## config.mk

```make
export PLATFORM = sky130hd
export DESIGN_NAME = vicc_subcarrier_manchester_encoder
export DESIGN_NICKNAME = d
export VERILOG_FILES = /design/src/vsme_pkg.sv /design/src/vsme_sequencer.sv /design/src/vsme_out_reg.sv /design/src/vicc_subcarrier_manchester_encoder.sv
export SDC_FILE = /design/constraint.sdc
export NUM_CORES = 1
export LEC_CHECK = 0
export BUFFER_PORTS_ARGS = -buffer_cell sky130_fd_sc_hd__clkbuf_2
export CAP_MARGIN = 10
export CELL_PAD_IN_SITES_DETAIL_PLACEMENT = 0
export CELL_PAD_IN_SITES_GLOBAL_PLACEMENT = 1
export CORE_MARGIN = 5
export CORE_UTILIZATION = 43
export CTS_BUF_LIST = sky130_fd_sc_hd__clkbuf_2
export CTS_CLUSTER_SIZE = 28
export DETAILED_ROUTE_END_ITERATION = 10
export GPL_TIMING_DRIVEN = 0
export PLACE_DENSITY_LB_ADDON = 0.08
export SKIP_CTS_REPAIR_TIMING = 1
export SLEW_MARGIN = 25
export SYNTH_ARGS = -nofsm -noshare
export SYNTH_HDL_FRONTEND = slang
export SYNTH_SLANG_ARGS = --single-unit
```

## constraint.sdc

```tcl
create_clock -name clock -period 3.6 [get_ports clock]
set_clock_uncertainty 0.1 [all_clocks]
set_input_delay 0.72 -clock clock [delete_from_list [all_inputs] [get_ports clock]]
set_output_delay 0.72 -clock clock [all_outputs]
set_load 0.05 [all_outputs]
```

## src/vsme_pkg.sv

```systemverilog
// Shared types, command codes and half-bit tables of the subcarrier Manchester encoder.
package vsme_pkg;

   typedef enum logic [1:0] {
      CMD_SOF  = 2'd0,
      CMD_DATA = 2'd1,
      CMD_EOF  = 2'd2,
      CMD_NONE = 2'd3
   } cmd_type;

   localparam logic [15:0] SEG_SILENCE    = 16'h0000;
   localparam logic [15:0] SEG_SUBCARRIER = 16'h5555;

   // Half-bit sequences, first half in bit 0; a 1 means a subcarrier half.
   localparam logic [15:0] SOF_HALVES = 16'b0000_0000_1011_1000;
   localparam logic [15:0] EOF_HALVES = 16'b0000_0000_0001_1101;

   localparam logic [4:0] FRAME_HALF_COUNT = 5'd8;
   localparam logic [4:0] BYTE_HALF_COUNT  = 5'd16;

   typedef struct packed {
      logic [15:0] pattern;
      logic        last;
   } seg_type;

   // A one bit is silence then subcarrier, a zero bit the reverse, LSB first.
   function automatic logic [15:0] byte_halves(input logic [7:0] data);
      logic [15:0] halves;
      for (int i = 0; i < 8; i++) begin
         halves[2*i]   = ~data[i];
         halves[2*i+1] = data[i];
      end
      return halves;
   endfunction

endpackage

```

## src/vsme_sequencer.sv

```systemverilog
// Half-bit shift register and repeat counter that step out one segment per cycle unless stalled.
module vsme_sequencer (
   input  logic                 clock,
   input  logic                 reset,
   input  logic                 low_rate,
   input  logic                 start,
   input  logic [15:0]          halves,
   input  logic [4:0]           half_count,
   output logic                 busy,
   output logic                 seg_valid,
   input  logic                 seg_ready,
   output vsme_pkg::seg_type    seg
);
   import vsme_pkg::*;

   logic [15:0] halves_ff, halves_in;
   logic [4:0]  left_ff, left_in;
   logic [1:0]  rep_ff, rep_in;
   logic        active_ff, active_in;
   logic [1:0]  rep_max;
   logic        half_done;

   assign rep_max     = low_rate ? 2'd3 : 2'd0;
   assign half_done   = (rep_ff == rep_max);
   assign busy        = active_ff;
   assign seg_valid   = active_ff;
   assign seg.pattern = halves_ff[0] ? SEG_SUBCARRIER : SEG_SILENCE;
   assign seg.last    = half_done && (left_ff == 5'd1);

   always_comb begin
      halves_in = halves_ff;
      left_in   = left_ff;
      rep_in    = rep_ff;
      active_in = active_ff;
      if (start) begin
         halves_in = halves;
         left_in   = half_count;
         rep_in    = 2'd0;
         active_in = 1'b1;
      end else if (active_ff && seg_ready) begin
         if (half_done) begin
            rep_in    = 2'd0;
            halves_in = {1'b0, halves_ff[15:1]};
            left_in   = left_ff - 5'd1;
            if (left_ff == 5'd1) begin
               active_in = 1'b0;
            end
         end else begin
            rep_in = rep_ff + 2'd1;
         end
      end
   end

   always_ff @(posedge clock) begin
      if (reset) begin
         active_ff <= 1'b0;
         left_ff   <= 5'd0;
         rep_ff    <= 2'd0;
      end else begin
         active_ff <= active_in;
         left_ff   <= left_in;
         rep_ff    <= rep_in;
      end
      halves_ff <= halves_in;
   end

endmodule

```

## src/vsme_out_reg.sv

```systemverilog
// Output register that holds one segment until the downstream side takes it.
module vsme_out_reg (
   input  logic                 clock,
   input  logic                 reset,
   input  logic                 seg_valid,
   output logic                 seg_ready,
   input  vsme_pkg::seg_type    seg,
   output logic                 out_valid,
   input  logic                 out_ready,
   output vsme_pkg::seg_type    out_seg
);
   import vsme_pkg::*;

   logic    valid_ff, valid_in;
   seg_type seg_ff, seg_in;

   assign seg_ready = !valid_ff || out_ready;
   assign out_valid = valid_ff;
   assign out_seg   = seg_ff;

   always_comb begin
      valid_in = valid_ff;
      seg_in   = seg_ff;
      if (seg_ready) begin
         valid_in = seg_valid;
         seg_in   = seg;
      end
   end

   always_ff @(posedge clock) begin
      if (reset) begin
         valid_ff <= 1'b0;
      end else begin
         valid_ff <= valid_in;
      end
      seg_ff <= seg_in;
   end

endmodule

```

## src/vicc_subcarrier_manchester_encoder.sv

```systemverilog
// Top level of the single-subcarrier Manchester encoder for a tag response.
//
// Each request transfer carries a start-of-frame, data-byte or end-of-frame
// command and is turned into a run of 16-slot segments, one segment per
// response transfer, with tlast marking the final segment of the command.
// A frame delimiter gives 8*k segments and a byte 16*k, where k is 1 at the
// high data rate and 4 when low_rate is set. The sequencer produces one
// segment per cycle unless the response side stalls, and a command
// occupies it until its last segment leaves; a new request transfer is
// taken in the cycle after that last segment leaves the sequencer, while
// it may still wait in the output register. The unused command code is taken
// and dropped without a response. The rate register is written through the
// csr channel, which is always ready, and must only change while idle.
module vicc_subcarrier_manchester_encoder (
   input  logic        clock,
   input  logic        reset,
   // Rate register write channel: bit 0 is low_rate.
   input  logic        csr_valid,
   output logic        csr_ready,
   input  logic [0:0]  csr_data,
   // Request channel.
   input  logic        req_tvalid,
   output logic        req_tready,
   input  logic [15:0] req_tdata,   // [1:0] cmd, [9:2] data_byte, [15:10] zero
   // Response channel.
   output logic        rsp_tvalid,
   input  logic        rsp_tready,
   output logic [15:0] rsp_tdata,   // [15:0] slot_pattern
   output logic        rsp_tlast    // last_segment
);
   import vsme_pkg::*;

   logic        low_rate_ff, low_rate_in;
   cmd_type     cmd;
   logic [7:0]  data_byte;
   logic        busy;
   logic        accept;
   logic        start;
   logic [15:0] halves;
   logic [4:0]  half_count;
   logic        seg_valid, seg_ready;
   seg_type     seg, out_seg;

   assign csr_ready   = 1'b1;
   assign low_rate_in = (csr_valid && csr_ready) ? csr_data[0] : low_rate_ff;

   always_ff @(posedge clock) begin
      if (reset) begin
         low_rate_ff <= 1'b0;
      end else begin
         low_rate_ff <= low_rate_in;
      end
   end

   assign cmd        = cmd_type'(req_tdata[1:0]);
   assign data_byte  = req_tdata[9:2];
   assign req_tready = !busy;
   assign accept     = req_tvalid && req_tready;
   assign start      = accept && (cmd != CMD_NONE);

   // Select the half-bit sequence that the command expands into.
   always_comb begin
      case (cmd)
         CMD_SOF: begin
            halves     = SOF_HALVES;
            half_count = FRAME_HALF_COUNT;
         end
         CMD_DATA: begin
            halves     = byte_halves(data_byte);
            half_count = BYTE_HALF_COUNT;
         end
         CMD_EOF: begin
            halves     = EOF_HALVES;
            half_count = FRAME_HALF_COUNT;
         end
         default: begin
            halves     = 16'd0;
            half_count = 5'd0;
         end
      endcase
   end

   vsme_sequencer u_sequencer (
      .clock      (clock),
      .reset      (reset),
      .low_rate   (low_rate_ff),
      .start      (start),
      .halves     (halves),
      .half_count (half_count),
      .busy       (busy),
      .seg_valid  (seg_valid),
      .seg_ready  (seg_ready),
      .seg        (seg)
   );

   vsme_out_reg u_out_reg (
      .clock     (clock),
      .reset     (reset),
      .seg_valid (seg_valid),
      .seg_ready (seg_ready),
      .seg       (seg),
      .out_valid (rsp_tvalid),
      .out_ready (rsp_tready),
      .out_seg   (out_seg)
   );

   assign rsp_tdata = out_seg.pattern;
   assign rsp_tlast = out_seg.last;

endmodule

```

* Yosys cells after proc, flatten, opt, wreduce, memory -nomap -nowiden *
Cells that the tools add are included.

cells by class
  reductions and logical operators = 15
  shift-type cells = 0
  multiply operators = 0
  equality and inequality tests = 5
  $add $sub $neg = 2
  div/mod/pow operators = 0
  $lt $le $gt $ge = 0
  muxes and demuxes = 15
  bitwise operators = 8

operators by type and width
  cell                 number
  $mux 16              3
  $pmux 16 s3          1
  $mux 15              1
  $mux 5               3
  $pmux 5 s2           1
  $not 1->1            8
  $reduce_bool 2->1    3
  $eq 5x1->1 const B   1
  $sub 5x1->5 const B  1
  $logic_and 1x1->1    4
  $mux 1               4
  $mux 2               2
  $reduce_or 2->1      2
  $reduce_and 3->1     1
  $add 2x1->2 const B  1
  $eq 2x1->1 const B   1
  $eq 2x2->1           1
  $eq 2x2->1 const B   1
  $logic_not 1->1      2
  $logic_not 2->1      1
  $ne 2x2->1 const B   1
  $reduce_and 2->1     1
  $logic_or 1x1->1     1

storage, ports and cells
  memory bits (writable) = 0
  memory bits (read-only) = 0
  bits in registers = 43
  output and inout port bits = 20
  memories kept = 0
  latch bits = 0
  logic and storage cells = 53

* Logic depth before layout (Yosys ltp) *
Gate-level depths: netlist of the first run.

  depth after elaboration = 5
  mapped depth = 6
  gate-level depth less buffers = 5

* By module *
From an unflattened synthesis of the first run, not the netlist that was laid out.

second synthesis, totals
  cells, all modules = 159
  area, all modules = 2018.2 sq um

modules (own cells, without submodules)
  module                              seq. area each (sq um)  times used  cells an instance  area each (sq um)
  vsme_sequencer                      640.6                   1           105                1257.5
  vsme_out_reg                        530.5                   1           21                 556.8
  vicc_subcarrier_manchester_encoder  20.0                    1           33                 203.9

* Least setup slack after synthesis of the first run *
Ideal clock, no wire load.

  kind = input to register
  start = input port req_tdata[0]
  end = register u_sequencer.halves_ff[0] (enable)
  path buffers = 2
  setup time = 0.364 ns
  data arrival time = 1.875 ns
  stages on the path = 5
  path slack = 1.261 ns
  cell sequence = clkbuf_1 > nand2_1 > nand3_1 > clkbuf_1 > nand2_1

on the way
  word-level cells in the longest chain between the ends = 4
  elaborated cells between the ends (all ways) = 5
  classes of those cells = 1 x eq/ne; 4 x reduce/logical

RTL lines
  item                            line                                      RTL
  from (decl)                     vicc_subcarrier_manchester_encoder.sv:24  input logic [15:0] req_tdata,
  $ne 2x2->1 (*)                  vicc_subcarrier_manchester_encoder.sv:59  assign start = accept && (cmd != CMD_NONE);
  $logic_and 1x1->1 (*)           vicc_subcarrier_manchester_encoder.sv:59
  $reduce_bool 2->1 (no line)     --
  $reduce_and 2->1 (no line) (*)  --
  to (signal assigned)            vsme_sequencer.sv:64                      halves_ff <= halves_in;
  to (decl)                       vsme_sequencer.sv:16                      logic [15:0] halves_ff, halves_in;

Every way passes the cells marked *; elsewhere a longest branch is shown, timed or not.
A chain may end at the register's enable or synchronous reset.

* Worst setup path in the final report of the first run *
  start = input port req_tdata[0]
  end = register u_sequencer.halves_ff[3] (enable)

Same word-level chain as after synthesis.

==> results of run 1 <==
## state kept, by name, indices dropped and copies added (netlist names)
register               cells
u_sequencer.halves_ff     16
low_rate_ff                1
u_sequencer.rep_ff         2
u_sequencer.busy           1
u_out_reg.out_valid        1
u_sequencer.left_ff        5
u_out_reg.out_seg          2
## cells by family (layout without fill, tap and decap cells)
logic type	count (synthesis)	after routing	synth area share (%)
DFF	28	28	51.4
other	2	9	0.521
muxes	2	2	1.48
and+or+nand+nor	58	58	20.5
AOI/OAI and AO/OA	24	24	11.3
xor gates and xnor gates	3	3	1.82
buffers and inverters	27	55	11.2
adders and majority gates	2	2	1.74
## cells in the final DEF, fill, tap and decap left out, drive strengths merged, types with 2 or more instances in the layout
master and instances:
buf 16, nand2 24, or4 2, edfxtp 18, a31oi 2, nor2 7
dfxtp 10, o31ai 3, nor4bb 2, nor3 5, inv 5, nand2b 6
nor2b 2, nand3 5, xor2 2, a21oi 5, conb 9, o21ai 8
clkbuf 33, and3 3, ha 2
## path summary, 6_finish.rpt
| kind | from | endpoint | slack [ns] |
|---|---|---|---|
| hold / removal | u_sequencer.halves_ff[0]$_DFFE_PP_ | u_out_reg.out_seg[13]$_DFFE_PN_ | 0.36 |
| setup / recovery | req_tdata[0] | u_sequencer.halves_ff[3]$_DFFE_PP_ | 1.12 |
| hold reg to reg | u_sequencer.halves_ff[0]$_DFFE_PP_ | u_out_reg.out_seg[13]$_DFFE_PN_ | 0.36 |
| setup reg to reg | u_sequencer.busy$_SDFFE_PP0P_ | u_sequencer.halves_ff[3]$_DFFE_PP_ | 1.33 |
## cell type report
class / instances / area share (%)
plain buffers: 22 / 8.44
clock buffers: 3 / 0.889
clock inverters: 1 / 1.78
inverters: 5 / 1.11
multi-input cells: 98 / 33.4
flip-flops and latches: 28 / 43.9
well taps: 46 / 3.41
repair buffers: 24 / 7.11
## metal layers
layer  vias to the layer above  wire [um]
li1                        553          -
met2                        36       1110
met4                         0         13
met3                         2        197
met1                       474       1400
met5                         -          0
## report_power, final
| part | internal (W) | leakage, nW | total (W) | switching [W] |
|---|---|---|---|---|
| clock network | 0.0000955 | 0.0266 | 0.000191 | 0.0000957 |
| logic | 0.0000656 | 0.452 | 0.000206 | 0.000141 |
| registers | 0.000386 | 0.261 | 0.000403 | 0.0000174 |
| total | 0.000547 | 0.740 | 0.000800 | 0.000254 |
## critical path, stage by stage
cell      delay (ns)
clkbuf_1        0.37
nand2_1         0.13
nand3_1         0.27
clkbuf_1        0.38
nand2_1         0.50
## per-stage QoR
stage	instances	instance area [um2]	util (%)	hold WS [ns]	total power, W
floorplan	153	1470	-	0.300	0.000573
global placement	223	1640	50.1	0.316	0.000613
detailed placement	223	1640	50.1	0.319	0.000618
CTS	227	1690	51.4	0.384	0.000805
global route	227	1690	51.4	0.397	0.000841
finish	227	1690	51.4	0.361	0.000800
==> results.md, run 1 <==
- Die area: 4610 um2
- First-pass GRT wire length: 4640 um
- Gr usage total: 13.1%
- Setup Slack @ Placement: 0.639 ns
- Die height: 67.9 um
- TritonCTS clock tree: built
- Routed WL: 2720 um
- DR WL/cell: 12.0 um
- CP Launch Type: input port
- Post-synth top cells: nand2_1 (24), edfxtp_1 (18), buf_4 (16), dfxtp_1 (10), o21ai_0 (8)
- Worst Reg-to-Reg Cells: 4
- Layout cells sized above 1: 28.7%
- Grt peak-use layer: met1
- Final ANT Viol Nets: 0
- CP Class: in2reg
- # diodes: 0
- CTS buffer count: 3
- Num Clock Sinks: 28
- Dominant synthesized flop cell: edfxtp_1
- Netlist Area Pre-Place: 1440 um2
- Initial Utilization: 43.8%
- RSZ-0062 raised after global routing: no
- Seq. cell area: 741 um2
- Final setup margin: 1.12 ns
- Met2 Resource Use GR: 19.1%
- CP Max Fanout: 16
- Mapped Avg Cell Area: 9.86 um2
- Yosys cell types: 35
- Setup TNS Final: 0 ns
- Root Driver: clkbuf_2
- Rel. slew slack: 57.2%
- Antenna violations before repair: 0
- Max rail drop VDD: 0.000238 V
- EDFF count, synth: 18
- Register bit count reported by yosys: 28
- Sequential area share after synthesis: 51.4%
- Fill count: 328
- Num ports: 42
- Ys async rst share: 0%
- Setup crit end kind: register
- H-tree Lvls: 1
- Min cycle time layout: 2.48 ns
- Drt drc: 0
- WP data required: 3.50 ns
- Fin. max-slew vios: 0
- Syn Inst Count: 146
- DR iter-0 viols: 44
- GR Util met1: 19.9%
- Clk slew on worst S/H paths: 0.27 ns
- Yosys warns: 0
- Synth area leaders: edfxtp_1 (38%), dfxtp_1 (14%), buf_4 (8.3%), nand2_1 (6.3%), o21ai_0 (2.8%)
- GP Congestion: 0.773
- Worst hold path class: reg2reg
- Drt first pass iters: 5
- Slew @ Worst Pin: 0.641 ns
- Final nets: 206
- Multi-input combinational cell area: 564 um2
- Hold path depth: 0
- Cell with the most instances after synthesis: nand2_1
- Top-area cell type share of the netlist area: 37.5%
- Port bufs: 24
- Max Root-Sink Buffers: 2
- Pin count of the biggest net entering global routing: 17
- Final Hold Viols: 0
- F_max: 403 MHz
- Synth-to-layout area growth: 17.3%
- Rows: 21
- Die width: 67.9 um
- Cell taking the most area after synthesis: edfxtp_1
- Hpwl dp: 2030 um
- Leak pwr: 0.740 nW
- Status: completed
- CP Data Arrival Time: 2.38 ns
- Max Cap Violations: 0
- Pwr/cell area: 474 nW/um2
- Met3 track demand over resource: 2.30%
- Final setup fails: 0
- Core ar.: 3280 um2
- Vias: 1065
- Vias in the first global route: 1013
- Vias per cell: 4.69
- Grt ovf: 0
- Final period util: 68.9%
- Clk Latency, worst-skew pair: 0.36 ns
Note: power is estimated with default switching activity, not from simulation.
==> inputs of run 2 (changes only) <==
Settings changed: CORE_UTILIZATION 43 to 36.
Clock period 3.6 ns to 2 ns, I/O delays scaled along.
==> results.md, run 2 (synthesized netlist as in run 1, its figures left out) <==
- Status: completed
- Final ANT Viol Nets: 0
- CP Class: reg2reg
- Most flops, register: u_sequencer.halves_ff
- Die area: 5370 um2
- Port bufs: 24
- # diodes: 0
- Worst hold path class: in2reg
- Max rail drop VDD: 0.000289 V
- DR WL/cell: 12.5 um
- Largest regs: u_sequencer.halves_ff x16, u_sequencer.left_ff x5
- Root Driver: clkbuf_2
- Vias per cell: 4.68
- Vias in the first global route: 943
- Clk Latency, worst-skew pair: 0.36 ns
- Clk slew on worst S/H paths: 0.27 ns
- Gr usage total: 10.8%
- RSZ-0062 raised after global routing: no
- H-tree Lvls: 1
- Final period util: 93.4%
- Setup crit end kind: register
- Setup TNS Final: 0 ns
- Placed Cells: 227
- First-pass GRT wire length: 4570 um
- Max Root-Sink Buffers: 2
- Commonest non-fill, non-tap cell in the layout: clkbuf_2
- Max Cap Violations: 0
- Hold path startpoint: csr_data
- DR iter-0 viols: 40
- Synth-to-layout area growth: 18.2%
- Antenna violations before repair: 0
- Multi-input combinational cell area: 572 um2
- Worst R2R End: u_sequencer.halves_ff[4]$_DFFE_PP_
- Seq. cell area: 741 um2
- Final setup fails: 0
- CP Launch Type: register
- Worst hold endpoint: low_rate_ff$_SDFFE_PP0P_
- TritonCTS clock tree: built
- Hold path depth: 3
- Core ar.: 3940 um2
- Leak pwr: 0.745 nW
- Worst Setup SP: u_sequencer.busy$_SDFFE_PP0P_
- Num Clock Sinks: 28
- GP Congestion: 0.752
- Final nets: 206
- Fill count: 396
- Hpwl dp: 2090 um
- Fin. max-slew vios: 0
- Num ports: 42
- Pwr/cell area: 849 nW/um2
- Pin count of the biggest net entering global routing: 17
- Rel. slew slack: 62.6%
- Drt drc: 0
- CP Max Fanout: 10
- Final Hold Viols: 0
- Grt ovf: 0
- Most frequent cells in the layout: clkbuf_2 (28), nand2_1 (23), edfxtp_1 (18)
- Vias: 1080
- Drt first pass iters: 4
- Worst Reg-to-Reg Cells: 4
- R2r setup slk: 0.13 ns
- Initial Utilization: 36.5%
- Slew @ Worst Pin: 0.562 ns
- Layout cells sized above 1: 29.8%
- Die height: 73.3 um
- Min cycle time layout: 1.87 ns
- Post-Layout Cell Count: 231
- Die width: 73.3 um
- CP Data Arrival Time: 1.92 ns
- F_max: 536 MHz
- Max reg flops: 16
- R2r startpoint: u_sequencer.busy$_SDFFE_PP0P_
- Routed WL: 2880 um
- CTS buffer count: 3
- WP data required: 2.05 ns
- Rows: 23
## run 2: cell counts in the layout (fill, tap and decap cells not counted)
Identical to the previous run, type by type.
## run 2: worst max-delay path by stage
stage	to	slack (ns)	depth (start not counted)
after floorplan	u_sequencer.halves_ff[0]$_DFFE_PP_	0.08	4
after global placement	u_sequencer.halves_ff[3]$_DFFE_PP_	-0.41	5
after detailed placement	u_sequencer.halves_ff[3]$_DFFE_PP_	-0.42	5
after CTS	u_sequencer.halves_ff[3]$_DFFE_PP_	-0.11	4
after global routing	u_sequencer.halves_ff[4]$_DFFE_PP_	0.02	5
final	u_sequencer.halves_ff[4]$_DFFE_PP_	0.13	4
## run 2: routing by layer
metal	up-vias	wire [um]	global-route usage, %
li1	552	-	-
met1	495	1390	15.6
met2	29	1270	16.7
met3	4	197	1.92
met4	0	27	3.07
met5	-	0	0
## run 2: per-stage QoR
stage | instance area [um2] | setup WS (ns) | total power (W) | utilization [%] | hold WS (ns)
after global routing | 1700 | 0.0159 | 0.00152 | 43.2 | 0.160
after detailed placement | 1650 | -0.416 | 0.00111 | 41.9 | 0.312
final | 1700 | 0.133 | 0.00145 | 43.2 | 0.160
after CTS | 1700 | -0.114 | 0.00146 | 43.0 | 0.145
after global placement | 1650 | -0.411 | 0.00111 | 41.9 | 0.317
after floorplan | 1470 | 0.0779 | 0.00103 | - | 0.300
## run 2: final cells by class
cell class | instances | share of cell area, %
well taps | 50 | 3.67
clock inverters | 1 | 1.76
repair buffers | 24 | 7.05
multi-input cells | 98 | 33.6
inverters | 5 | 1.10
clock buffers | 3 | 0.882
flip-flops and latches | 28 | 43.5
plain buffers | 22 | 8.45
## run 2: critical path, cell delays in order (launching register included)
cell	delay, ns
dfxtp_1	0.45
nand2b_1	0.22
a21oi_1	0.26
clkbuf_1	0.48
a31oi_1	0.15
## run 2: report_power, final
group | switching [W] | internal [W]
Combinational | 0.000257 | 0.000120
Clock | 0.000171 | 0.000172
Sequential | 0.0000316 | 0.000694
Total | 0.000460 | 0.000986
